**config.mk**
```make
export PLATFORM = sky130hd
export DESIGN_NAME = fat_dir_entry_name_decoder
export DESIGN_NICKNAME = d
export VERILOG_FILES = /design/src/sv/fdnd_pkg.sv /design/src/sv/fat_dir_entry_name_decoder.sv /design/src/sv/fdnd_front.sv /design/src/sv/fdnd_queue.sv /design/src/sv/fdnd_back.sv
export SDC_FILE = /design/constraint.sdc
export NUM_CORES = 1
export LEC_CHECK = 0
export ABC_AREA = 1
export ABC_CLOCK_PERIOD_IN_PS = 7100
export BUFFER_PORTS_ARGS = -buffer_cell sky130_fd_sc_hd__buf_4
export CORE_ASPECT_RATIO = 0.7
export CORE_MARGIN = 2
export CORE_UTILIZATION = 38
export DETAILED_ROUTE_END_ITERATION = 12
export GPL_TIMING_DRIVEN = 0
export PLACE_DENSITY = 0.55
export SYNTH_ARGS = -nofsm -noshare
export SYNTH_HDL_FRONTEND = slang
export SYNTH_SLANG_ARGS = --single-unit
export TNS_END_PERCENT = 100
```
**constraint.sdc**
```tcl
create_clock -name clk -period 7.1 [get_ports clk]
set_input_delay 1.42 -clock clk [delete_from_list [all_inputs] [get_ports clk]]
set_output_delay 1.42 -clock clk [all_outputs]
set_load 0.05 [all_outputs]
```
**src/sv/fdnd_pkg.sv**
```systemverilog
// Shared types and constants for the FAT directory entry name decoder.
// No dependencies; imported by every module of the block.
`timescale 1ns / 1ps
`default_nettype none

package fdnd_pkg;

    typedef enum logic [2:0] {
        CLS_LISTED   = 3'd0,
        CLS_END      = 3'd1,
        CLS_DELETED  = 3'd2,
        CLS_LONGNAME = 3'd3,
        CLS_DOT      = 3'd4,
        CLS_AFTER    = 3'd5
    } entry_class_t;

    localparam logic [7:0] BYTE_END       = 8'h00;
    localparam logic [7:0] BYTE_DELETED   = 8'hE5;
    localparam logic [7:0] BYTE_KANJI_DEL = 8'h05;
    localparam logic [7:0] BYTE_DOT_ENTRY = 8'h2E;
    localparam logic [7:0] ATTR_RO        = 8'h01;
    localparam logic [7:0] ATTR_HID       = 8'h02;
    localparam logic [7:0] ATTR_SYS       = 8'h04;
    localparam logic [7:0] ATTR_VOL       = 8'h08;
    localparam logic [7:0] ATTR_DIRECTORY = 8'h10;
    localparam logic [7:0] ATTR_LONG      = ATTR_RO | ATTR_HID | ATTR_SYS | ATTR_VOL;
    localparam logic [7:0] CH_SPACE       = 8'h20;
    localparam logic [7:0] CH_DOT         = 8'h2E;

    localparam int NAME_BYTES  = 8;
    localparam int TEXT_BYTES  = 12;
    localparam int QUEUE_DEPTH = 2;
    localparam int QPTR_W      = $clog2(QUEUE_DEPTH);
    localparam int QCNT_W      = $clog2(QUEUE_DEPTH + 1);

    // Classified entry handed from front to back
    typedef struct packed {
        entry_class_t cls;
        logic         is_dir;
        logic [63:0]  name;
        logic [23:0]  ext;
        logic [3:0]   lead;      // leading spaces, 0..8
        logic [3:0]   base_len;  // trimmed name length, 0..8
    } fdnd_entry_t;

endpackage

`default_nettype wire

```
**src/sv/fat_dir_entry_name_decoder.sv**
```systemverilog
// Top level of the FAT directory entry 8.3 name decoder.
// Depends on fdnd_pkg, fdnd_front, fdnd_queue and fdnd_back.
`timescale 1ns / 1ps
`default_nettype none

// Decodes one FAT directory entry (8 name bytes, 3 extension bytes,
// attribute byte) per transfer into a class and, for listed entries, the
// trimmed "NAME.EXT" display text with its length and the directory bit.
// One entry is accepted every clock cycle when results are popped as fast;
// a result is registered in the queue and then in the output register.
// The rate is set by the two-entry queue between classifier and name
// builder plus the output register: up to three results can be held while
// pop is low, after which full rises. Asserting new_sector with an entry
// clears the end-of-sector state before that entry is classified.
module fat_dir_entry_name_decoder (
    input  wire logic        clk,
    input  wire logic        rst_n,
    input  wire logic        push,
    output logic             full,
    input  wire logic        new_sector,
    input  wire logic [63:0] name_chars,
    input  wire logic [23:0] ext_chars,
    input  wire logic [7:0]  attributes,
    output logic             empty,
    input  wire logic        pop,
    output logic [2:0]       entry_class,
    output logic             is_directory,
    output logic [63:0]      text_low,
    output logic [31:0]      text_high,
    output logic [3:0]       text_length
);
    import fdnd_pkg::*;

    fdnd_entry_t wr_entry;
    fdnd_entry_t rd_entry;
    logic        q_wr;
    logic        q_rd;
    logic        q_full;
    logic        q_empty;

    assign full = q_full;

    fdnd_front u_front (
        .clk        (clk),
        .rst_n      (rst_n),
        .push       (push),
        .new_sector (new_sector),
        .name_chars (name_chars),
        .ext_chars  (ext_chars),
        .attributes (attributes),
        .q_full     (q_full),
        .q_wr       (q_wr),
        .q_data     (wr_entry)
    );

    fdnd_queue u_queue (
        .clk     (clk),
        .rst_n   (rst_n),
        .wr      (q_wr),
        .wr_data (wr_entry),
        .rd      (q_rd),
        .rd_data (rd_entry),
        .full    (q_full),
        .empty   (q_empty)
    );

    fdnd_back u_back (
        .clk          (clk),
        .rst_n        (rst_n),
        .q_empty      (q_empty),
        .q_data       (rd_entry),
        .q_rd         (q_rd),
        .pop          (pop),
        .empty        (empty),
        .entry_class  (entry_class),
        .is_directory (is_directory),
        .text_low     (text_low),
        .text_high    (text_high),
        .text_length  (text_length)
    );

endmodule

`default_nettype wire

```
**src/sv/fdnd_front.sv**
```systemverilog
// Front end: accepts entries, tracks end-of-sector state, classifies and
// measures the space trim. Depends on fdnd_pkg.
`timescale 1ns / 1ps
`default_nettype none

module fdnd_front (
    input  wire logic                 clk,
    input  wire logic                 rst_n,
    input  wire logic                 push,
    input  wire logic                 new_sector,
    input  wire logic [63:0]          name_chars,
    input  wire logic [23:0]          ext_chars,
    input  wire logic [7:0]           attributes,
    input  wire logic                 q_full,
    output logic                      q_wr,
    output fdnd_pkg::fdnd_entry_t     q_data
);
    import fdnd_pkg::*;

    logic       end_seen_reg;
    logic       end_seen_next;
    logic       end_eff;
    logic [7:0] b0;
    logic [3:0] lead;
    logic [3:0] trail;
    logic       lead_done;
    logic       trail_done;

    assign q_wr    = push && !q_full;
    assign b0      = name_chars[7:0];
    assign end_eff = end_seen_reg && !new_sector;

    always_comb
    begin
        lead       = 4'd0;
        trail      = 4'd0;
        lead_done  = 1'b0;
        trail_done = 1'b0;
        for (int i = 0; i < NAME_BYTES; i++)
        begin
            if (!lead_done && name_chars[i*8 +: 8] == CH_SPACE)
                lead = lead + 4'd1;
            else
                lead_done = 1'b1;
            if (!trail_done && name_chars[(NAME_BYTES-1-i)*8 +: 8] == CH_SPACE)
                trail = trail + 4'd1;
            else
                trail_done = 1'b1;
        end
    end

    always_comb
    begin
        q_data.name     = name_chars;
        q_data.ext      = ext_chars;
        q_data.lead     = lead;
        q_data.is_dir   = (attributes & ATTR_DIRECTORY) != 8'h00;
        // all spaces: lead and trail both count 8
        q_data.base_len = (lead == 4'(NAME_BYTES)) ? 4'd0 : 4'(NAME_BYTES) - lead - trail;
        if (end_eff)
            q_data.cls = CLS_AFTER;
        else if (b0 == BYTE_END)
            q_data.cls = CLS_END;
        else if (b0 == BYTE_DELETED || b0 == BYTE_KANJI_DEL)
            q_data.cls = CLS_DELETED;
        else if (attributes == ATTR_LONG)
            q_data.cls = CLS_LONGNAME;
        else if (b0 == BYTE_DOT_ENTRY)
            q_data.cls = CLS_DOT;
        else
            q_data.cls = CLS_LISTED;
    end

    assign end_seen_next = q_wr ? (end_eff || b0 == BYTE_END) : end_seen_reg;

    always_ff @(posedge clk or negedge rst_n)
    begin
        if (!rst_n)
            end_seen_reg <= 1'b0;
        else
            end_seen_reg <= end_seen_next;
    end

endmodule

`default_nettype wire

```
**src/sv/fdnd_queue.sv**
```systemverilog
// Short queue between front and back so either side can stall alone.
// Depends on fdnd_pkg.
`timescale 1ns / 1ps
`default_nettype none

module fdnd_queue (
    input  wire logic                 clk,
    input  wire logic                 rst_n,
    input  wire logic                 wr,
    input  wire fdnd_pkg::fdnd_entry_t wr_data,
    input  wire logic                 rd,
    output fdnd_pkg::fdnd_entry_t     rd_data,
    output logic                      full,
    output logic                      empty
);
    import fdnd_pkg::*;

    fdnd_entry_t        slot_reg [QUEUE_DEPTH];
    logic [QPTR_W-1:0]  wr_ptr_reg;
    logic [QPTR_W-1:0]  wr_ptr_next;
    logic [QPTR_W-1:0]  rd_ptr_reg;
    logic [QPTR_W-1:0]  rd_ptr_next;
    logic [QCNT_W-1:0]  count_reg;
    logic [QCNT_W-1:0]  count_next;

    assign full    = count_reg == QCNT_W'(QUEUE_DEPTH);
    assign empty   = count_reg == '0;
    assign rd_data = slot_reg[rd_ptr_reg];

    always_comb
    begin
        wr_ptr_next = wr_ptr_reg;
        rd_ptr_next = rd_ptr_reg;
        count_next  = count_reg;
        if (wr)
            wr_ptr_next = (wr_ptr_reg == QPTR_W'(QUEUE_DEPTH - 1)) ? '0 : wr_ptr_reg + 1'b1;
        if (rd)
            rd_ptr_next = (rd_ptr_reg == QPTR_W'(QUEUE_DEPTH - 1)) ? '0 : rd_ptr_reg + 1'b1;
        if (wr && !rd)
            count_next = count_reg + 1'b1;
        else if (rd && !wr)
            count_next = count_reg - 1'b1;
    end

    always_ff @(posedge clk)
    begin
        if (wr)
            slot_reg[wr_ptr_reg] <= wr_data;
    end

    always_ff @(posedge clk or negedge rst_n)
    begin
        if (!rst_n)
        begin
            wr_ptr_reg <= '0;
            rd_ptr_reg <= '0;
            count_reg  <= '0;
        end
        else
        begin
            wr_ptr_reg <= wr_ptr_next;
            rd_ptr_reg <= rd_ptr_next;
            count_reg  <= count_next;
        end
    end

    a_no_overflow: assert property (@(posedge clk) disable iff (!rst_n) !(wr && full && !rd))
        else $error("queue written while full");
    a_no_underflow: assert property (@(posedge clk) disable iff (!rst_n) !(rd && empty))
        else $error("queue read while empty");
    a_ptr_gap: assert property (@(posedge clk) disable iff (!rst_n)
        (count_reg == '0 || count_reg == QCNT_W'(QUEUE_DEPTH)) |-> (wr_ptr_reg == rd_ptr_reg))
        else $error("queue pointers disagree with count");

endmodule

`default_nettype wire

```
**src/sv/fdnd_back.sv**
```systemverilog
// Back end: builds the display name from a classified entry and holds it
// in the output register until popped. Depends on fdnd_pkg.
`timescale 1ns / 1ps
`default_nettype none

module fdnd_back (
    input  wire logic                  clk,
    input  wire logic                  rst_n,
    input  wire logic                  q_empty,
    input  wire fdnd_pkg::fdnd_entry_t q_data,
    output logic                       q_rd,
    input  wire logic                  pop,
    output logic                       empty,
    output logic [2:0]                 entry_class,
    output logic                       is_directory,
    output logic [63:0]                text_low,
    output logic [31:0]                text_high,
    output logic [3:0]                 text_length
);
    import fdnd_pkg::*;

    logic                      out_valid_reg;
    logic                      out_valid_next;
    entry_class_t              cls_reg;
    logic                      dir_reg;
    logic [TEXT_BYTES*8-1:0]   text_reg;
    logic [TEXT_BYTES*8-1:0]   text_next;
    logic [3:0]                len_reg;
    logic [3:0]                len_next;
    logic                      load;
    logic                      listed;
    logic                      has_ext;
    logic [63:0]               shifted;
    logic [31:0]               ext_seq;
    logic [3:0]                rel;

    assign load    = !q_empty && (!out_valid_reg || pop);
    assign q_rd    = load;
    assign listed  = q_data.cls == CLS_LISTED;
    assign has_ext = q_data.ext[7:0] != CH_SPACE;
    assign shifted = q_data.name >> {q_data.lead, 3'b000};
    assign ext_seq = {q_data.ext, CH_DOT};

    always_comb
    begin
        text_next = '0;
        rel       = 4'd0;
        for (int i = 0; i < TEXT_BYTES; i++)
        begin
            rel = 4'(i) - q_data.base_len;
            if (4'(i) < q_data.base_len)
            begin
                if (i < NAME_BYTES)
                    text_next[i*8 +: 8] = shifted[(i % NAME_BYTES)*8 +: 8];
            end
            else if (has_ext && rel < 4'd4)
                text_next[i*8 +: 8] = ext_seq[{rel[1:0], 3'b000} +: 8];
        end
        len_next = q_data.base_len + (has_ext ? 4'd4 : 4'd0);
        if (!listed)
        begin
            text_next = '0;
            len_next  = 4'd0;
        end
    end

    assign out_valid_next = load ? 1'b1 : (pop ? 1'b0 : out_valid_reg);

    always_ff @(posedge clk or negedge rst_n)
    begin
        if (!rst_n)
            out_valid_reg <= 1'b0;
        else
            out_valid_reg <= out_valid_next;
    end

    always_ff @(posedge clk)
    begin
        if (load)
        begin
            cls_reg  <= q_data.cls;
            dir_reg  <= listed && q_data.is_dir;
            text_reg <= text_next;
            len_reg  <= len_next;
        end
    end

    assign empty        = !out_valid_reg;
    assign entry_class  = cls_reg;
    assign is_directory = dir_reg;
    assign text_low     = text_reg[63:0];
    assign text_high    = text_reg[95:64];
    assign text_length  = len_reg;

    a_skip_blank: assert property (@(posedge clk) disable iff (!rst_n)
        (out_valid_reg && cls_reg != CLS_LISTED) |-> (len_reg == 4'd0 && !dir_reg))
        else $error("skipped entry carries a name");
    a_len_range: assert property (@(posedge clk) disable iff (!rst_n)
        out_valid_reg |-> (len_reg <= 4'(TEXT_BYTES)))
        else $error("display length out of range");
    a_load_only_free: assert property (@(posedge clk) disable iff (!rst_n)
        (out_valid_reg && !pop) |-> !q_rd)
        else $error("output register overwritten");

endmodule

`default_nettype wire

```
==> impl_metrics.env, run 1 <==
export IMPL_status="completed"
export IMPL_synth_cell_types=53
export IMPL_final_common_cell="nand2_1"
export IMPL_netlist_area_sq_um=15990
export IMPL_utilization_pct=46.91
export IMPL_die_h_um=175.6
export IMPL_via_per_inst=5.166
export IMPL_clock_skew_ns=0.01069
export IMPL_vdd_drop_max_uv=230.4
export IMPL_grt_pass1_vias=11859
export IMPL_critPathKind="in -> reg"
export IMPL_seq_area_frac_synth_pct=58.04
export IMPL_area_growth_syn_to_layout_pct=21.08
export IMPL_ys_warn_count=0
export IMPL_ys_seq_elements=310
export IMPL_grt_overflow=0
export IMPL_antenna_found_initial=0
export IMPL_crit_end="u_queue.slot_reg[1][3]$_DFFE_PP_"
export IMPL_synth_edf_count=304
export IMPL_grt_pass1_wl_um=74930
export IMPL_rsz0062_at_grt="false"
export IMPL_max_freq_mhz=185.9
export IMPL_clkTransAtPathRegs_ns=0.07
export IMPL_syn_avg_cell_area_sq_um=9.893
export IMPL_final_area_sq_um=19360
export IMPL_crit_path_end_kind="register"
export IMPL_hold_start="u_queue.count_reg[0]$_DFFE_PN0P_"
export IMPL_crit_reg2reg_launch="u_queue.rd_ptr_reg$_DFFE_PN0P_"
export IMPL_layout_drive_gt1_share_pct=22.35
export IMPL_rows=62
export IMPL_cts_hold_buf=0
export IMPL_cp_startpoint="name_chars[7]"
export IMPL_ios=207
export IMPL_nets=1989
export IMPL_initial_core_util_pct=38.74
export IMPL_hold_violations=0
export IMPL_cp_required_ns=7.44
export IMPL_reg2regPathDepth=11
export IMPL_die_w_um=249.2
export IMPL_postSynthCellCount=1616
export IMPL_cts_tree="yes"
export IMPL_drt_iter0_drc=1436
export IMPL_drt_first_pass_iters=6
export IMPL_clk_insertion_delay_late_ns=0.58
export IMPL_io_buffers=206
export IMPL_dp_hpwl_um=40800
export IMPL_placed_cell_area_sq_um=18470
export IMPL_p_leak_uw=0.007891
export IMPL_track_usage_pct=23.07
export IMPL_vias=12569
export IMPL_cp_start_kind="input port"
export IMPL_grt_start_max_net_pins=31
export IMPL_rrSetupSlack_ns=3.27
export IMPL_yosys_most_used_dff="edfxtp_1"
export IMPL_fin_crit_ns=5.378
export IMPL_critPathArrivalTime_ns=5.71
export IMPL_largest_reg_flops=200
export IMPL_cap_violations=0
export IMPL_clock_sinks=310
export IMPL_dieArea_sq_um=43760
export IMPL_core_area_sq_um=41270
export IMPL_drc=0
export IMPL_path_max_fanout=4
export IMPL_slew_headroom_pct=42.72
export IMPL_finalMaxSlewViolations=0
export IMPL_numCtsBuffers=30
export IMPL_reg2reg_to="u_back.text_reg[39]$_SDFFCE_PP0P_"
export IMPL_post_route_period_util_pct=75.75
export IMPL_place_congestion=0.9246
export IMPL_cts_resized=0
export IMPL_wire_per_inst_um=21.08
export IMPL_cts_path_max_buffers=3
export IMPL_clockRootBuffer="clkbuf_16"
export IMPL_ys_async_sr_fraction_pct=1.935
export IMPL_synth_nets=1740
export IMPL_cts_setup_buffers=0
export IMPL_finalWirelength_um=51300
export IMPL_setup_viol=0
export IMPL_drtAntennaViolNets=0
export IMPL_final_cell_mix="nand2_1 (366), edfxtp_1 (304), buf_4 (208)"
export IMPL_power_density_nw_per_um2=512.8
export IMPL_cts_max_level=1
export IMPL_hold_path_class="reg -> reg"
export IMPL_worst_pin_slew_ns=0.8503
[logic make-up after synthesis]
logic type | count (synthesis) | synth area share [%]
xor+xnor | 8 | 0.4383
buf+inv | 250 | 6.245
simple gates | 668 | 19.82
fa+ha+maj | 23 | 1.847
compound gates | 318 | 11.18
mux | 39 | 2.442
flops | 310 | 58.04
[area by class of cell]
cell class	instances	area, sq um
Antenna cell	1	2.502
Timing Repair Buffer	217	1774
Multi-Input combinational cell	1056	5737
Clock inverter	20	117.6
Buffer	66	304.0
Inverter	184	694.4
Fill cell	3920	21910
Sequential cell	310	9279
Tap cell	544	680.7
Clock buffer	35	769.5
[layer usage]
metal / up-vias / share of wire, % / wire length [um] / GRT usage, %
li1: 5997 / - / - / -
met1: 6014 / 49 / 25120 / 36.13
met2: 504 / 42 / 21360 / 33.57
met3: 54 / 7.9 / 4071 / 4.209
met4: 0 / 1.5 / 755 / 3.665
met5: - / 0 / 0 / 0
[cell usage after synthesis, types with 10 or more instances]
master    number  share of area [%]
a21oi_1       80                2.5
buf_2         15               0.47
clkbuf_1      44                1.0
edfxtp_1     304                 57
ha_1          22                1.7
inv_1        167                3.9
inv_2         14               0.33
mux2i_1       39                2.4
nand2_1      366                8.6
nand2_2       10               0.39
nand3_1       42                1.3
nor2_1       125                2.9
nor2_2        10               0.39
o211ai_1      34                1.6
o21ai_0      172                5.4
o221ai_1      11               0.60
or2_2         50                2.0
[metrics by stage]
stage | cells | total power [uW] | setup TNS (ns) | setup WS [ns] | hold slack, ns
floorplan | 1616 | 6471 | 0 | 0.7935 | 0.4823
global placement | 2366 | 8391 | -452.20 | -2.299 | 0.5040
detailed placement | 2377 | 8414 | 0 | 1.138 | 0.5130
CTS | 2432 | 9901 | 0 | 1.748 | 0.5263
global route | 2432 | 10470 | 0 | 1.488 | 0.5724
finish | 2433 | 9928 | 0 | 1.722 | 0.5340
[where the power goes]
| group | switching [uW] | total [uW] | internal, uW |
|---|---|---|---|
| clock network | 691 | 1470 | 776 |
| registers | 175 | 2900 | 2730 |
| logic | 4130 | 5550 | 1420 |
| total | 5000 | 9930 | 4930 |
[worst max-delay path: stages]
cell	delay (ns)
buf_4	0.13
nor2_1	0.15
nand2_1	0.10
nor2_2	0.32
a21boi_1	0.40
ha_1	0.31
o21ai_2	0.21
inv_1	0.07
ha_1	0.29
nand4_1	0.11
nand2_2	0.13
inv_1	0.05
ha_1	0.28
inv_1	0.04
o21ai_1	0.12
nand2_1	0.07
nand2_1	0.06
nand2_1	0.12
ha_1	0.31
inv_1	0.04
ha_1	0.20
fa_1	0.39
inv_1	0.07
nand2_1	0.07
nand2_1	0.06
nand2_1	0.04
nand2_1	0.10
inv_1	0.06
[how the worst min path moves through the flow]
stage          cells past startpoint  slack (ns)                                to
3_5_place_dp                       1        0.51  u_queue.count_reg[0]$_DFFE_PN0P_
5_1_grt                            1        0.57  u_queue.count_reg[0]$_DFFE_PN0P_
3_3_place_gp                       1        0.50  u_queue.count_reg[0]$_DFFE_PN0P_
6_report                           1        0.53  u_queue.count_reg[0]$_DFFE_PN0P_
2_1_floorplan                      1        0.48  u_queue.count_reg[0]$_DFFE_PN0P_
4_1_cts                            1        0.53  u_queue.count_reg[0]$_DFFE_PN0P_
(Power assumes the default switching activity.)
==> run 2: changes to the inputs <==
--- a/config.mk
+++ b/config.mk
@@ -6,7 +6,7 @@
 export NUM_CORES = 1
 export LEC_CHECK = 0
 export ABC_AREA = 1
-export ABC_CLOCK_PERIOD_IN_PS = 7100
+export ABC_CLOCK_PERIOD_IN_PS = 4500
 export BUFFER_PORTS_ARGS = -buffer_cell sky130_fd_sc_hd__buf_4
 export CORE_ASPECT_RATIO = 0.7
 export CORE_MARGIN = 2
==> constraint.sdc (replaced) <==
create_clock -name clk -period 4.5 [get_ports clk]
set_input_delay 0.9 -clock clk [delete_from_list [all_inputs] [get_ports clk]]
set_output_delay 0.9 -clock clk [all_outputs]
set_load 0.05 [all_outputs]
==> impl_metrics.env, run 2 (synthesis results as in run 1) <==
export IMPL_slew_headroom_pct=35.07
export IMPL_wire_per_inst_um=21.30
export IMPL_grt_pass1_wl_um=76440
export IMPL_grt_overflow=0
export IMPL_clkTransAtPathRegs_ns=0.06
export IMPL_hold_slack_ns=0.1234
export IMPL_reg2reg_to="u_back.text_reg[5]$_SDFFCE_PP0P_"
export IMPL_critPathKind="in -> reg"
export IMPL_slowest_stage="fa_2"
export IMPL_finalMaxSlewViolations=0
export IMPL_cts_max_level=1
export IMPL_drc=1
export IMPL_final_common_cell="nand2_1"
export IMPL_violations="design-rule violations"
export IMPL_crit_buf_inv=8
export IMPL_cts_path_max_buffers=3
export IMPL_setup_viol=0
export IMPL_critPathArrivalTime_ns=4.62
export IMPL_largest_reg_flops=200
export IMPL_io_buffers=206
export IMPL_path_max_fanout=5
export IMPL_finalWirelength_um=52070
export IMPL_post_route_period_util_pct=95.62
export IMPL_utilization_pct=47.84
export IMPL_core_area_sq_um=41270
export IMPL_numCtsBuffers=31
export IMPL_ios=207
export IMPL_max_freq_mhz=232.4
export IMPL_clock_sinks=310
export IMPL_cp_required_ns=4.81
export IMPL_cts_hold_buf=0
export IMPL_layout_drive_gt1_share_pct=23.78
export IMPL_via_per_inst=5.200
export IMPL_reg2regPathDepth=13
export IMPL_final_cell_mix="nand2_1 (358), edfxtp_1 (304), buf_4 (219)"
export IMPL_clock_skew_ns=0.02143
export IMPL_crit_family="simple AND/OR/NAND/NOR gates"
export IMPL_clockRootBuffer="clkbuf_16"
export IMPL_worst_pin_slew_ns=0.9637
export IMPL_die_h_um=175.6
export IMPL_hold_violations=0
export IMPL_place_ws_ns=-0.8850
export IMPL_cap_violations=0
export IMPL_initial_core_util_pct=38.74
export IMPL_grt_pass1_vias=11983
export IMPL_diodes=0
export IMPL_power_density_nw_per_um2=816.8
export IMPL_area_growth_syn_to_layout_pct=23.48
export IMPL_drt_first_pass_iters=12
export IMPL_track_usage_pct=23.55
export IMPL_drt_iter0_drc=1210
export IMPL_vdd_drop_max_uv=466.4
export IMPL_dieArea_sq_um=43760
export IMPL_cp_start_kind="input port"
export IMPL_hold_path_class="in -> async"
export IMPL_vias=12714
export IMPL_setup_slack_ns=0.1969
export IMPL_grt_start_max_net_pins=31
export IMPL_die_w_um=249.2
export IMPL_drtAntennaViolNets=0
export IMPL_fin_crit_ns=4.303
export IMPL_cts_tree="yes"
export IMPL_crit_reg2reg_launch="u_queue.rd_ptr_reg$_DFFE_PN0P_"
export IMPL_p_leak_uw=0.008043
export IMPL_place_congestion=0.9715
export IMPL_antenna_found_initial=3
export IMPL_rows=62
export IMPL_status="finished with violations"
export IMPL_crit_path_end_kind="register"
export IMPL_dp_hpwl_um=41130
export IMPL_slowest_delay_ns=0.34
export IMPL_clk_insertion_delay_late_ns=0.58
export IMPL_crit_top_cell="nand2_1"
export IMPL_cp_startpoint="name_chars[49]"
export IMPL_nets=2002
export IMPL_rrSetupSlack_ns=0.69
## run 2: layer usage
layer  wire length (um)  global-route usage, %  vias to the layer above  share of wire (%)
met1              25370                  36.96                     6185                 49
met2              22270                  35.25                      465                 43
met5                  0                      0                        -                  0
li1                   -                      -                     6020                  -
met4                624                  3.313                        0                1.2
met3               3805                  3.156                       44                7.3
## run 2: worst max-delay path by stage
stage	to	cells after the start
2_1_floorplan	u_queue.slot_reg[0][3]$_DFFE_PP_	27
6_report	u_queue.slot_reg[0][3]$_DFFE_PP_	30
5_1_grt	u_queue.slot_reg[0][3]$_DFFE_PP_	33
3_3_place_gp	u_queue.slot_reg[1][30]$_DFFE_PP_	3
4_1_cts	u_queue.slot_reg[0][3]$_DFFE_PP_	29
3_5_place_dp	u_queue.slot_reg[1][3]$_DFFE_PP_	28
## run 2: area by class of cell
class                   count  area, sq um
fillers                  3899        21530
flip-flops and latches    310         9279
multi-input cells        1056         5833
repair buffers            229         1884
clock buffers              37        798.3
inverters                 184        694.4
well taps                 544        680.7
plain buffers              66        304.0
clock inverters            19        267.8
## run 2: repair_timing
action	CTS	global route
buffers inserted	4	8
pin swaps	3	12
endpoints found under the setup margin	4	4
gates resized for setup	4	21
## run 2: power breakdown
group / total (uW) / internal [uW] / switching, uW
Combinational: 8820 / 2260 / 6560
Clock: 2710 / 1650 / 1050
Sequential: 4600 / 4310 / 292
## run 2: stage by stage
step	instance area [sq um]	instances	total power [uW]	setup TNS [ns]
after floorplan	16000	1616	10160	0
after global placement	18230	2366	13190	-269.05
after detailed placement	18480	2377	13320	-4.077
after CTS	19600	2437	16070	0
after global routing	19740	2445	16970	-0.009126
final	19740	2445	16120	0
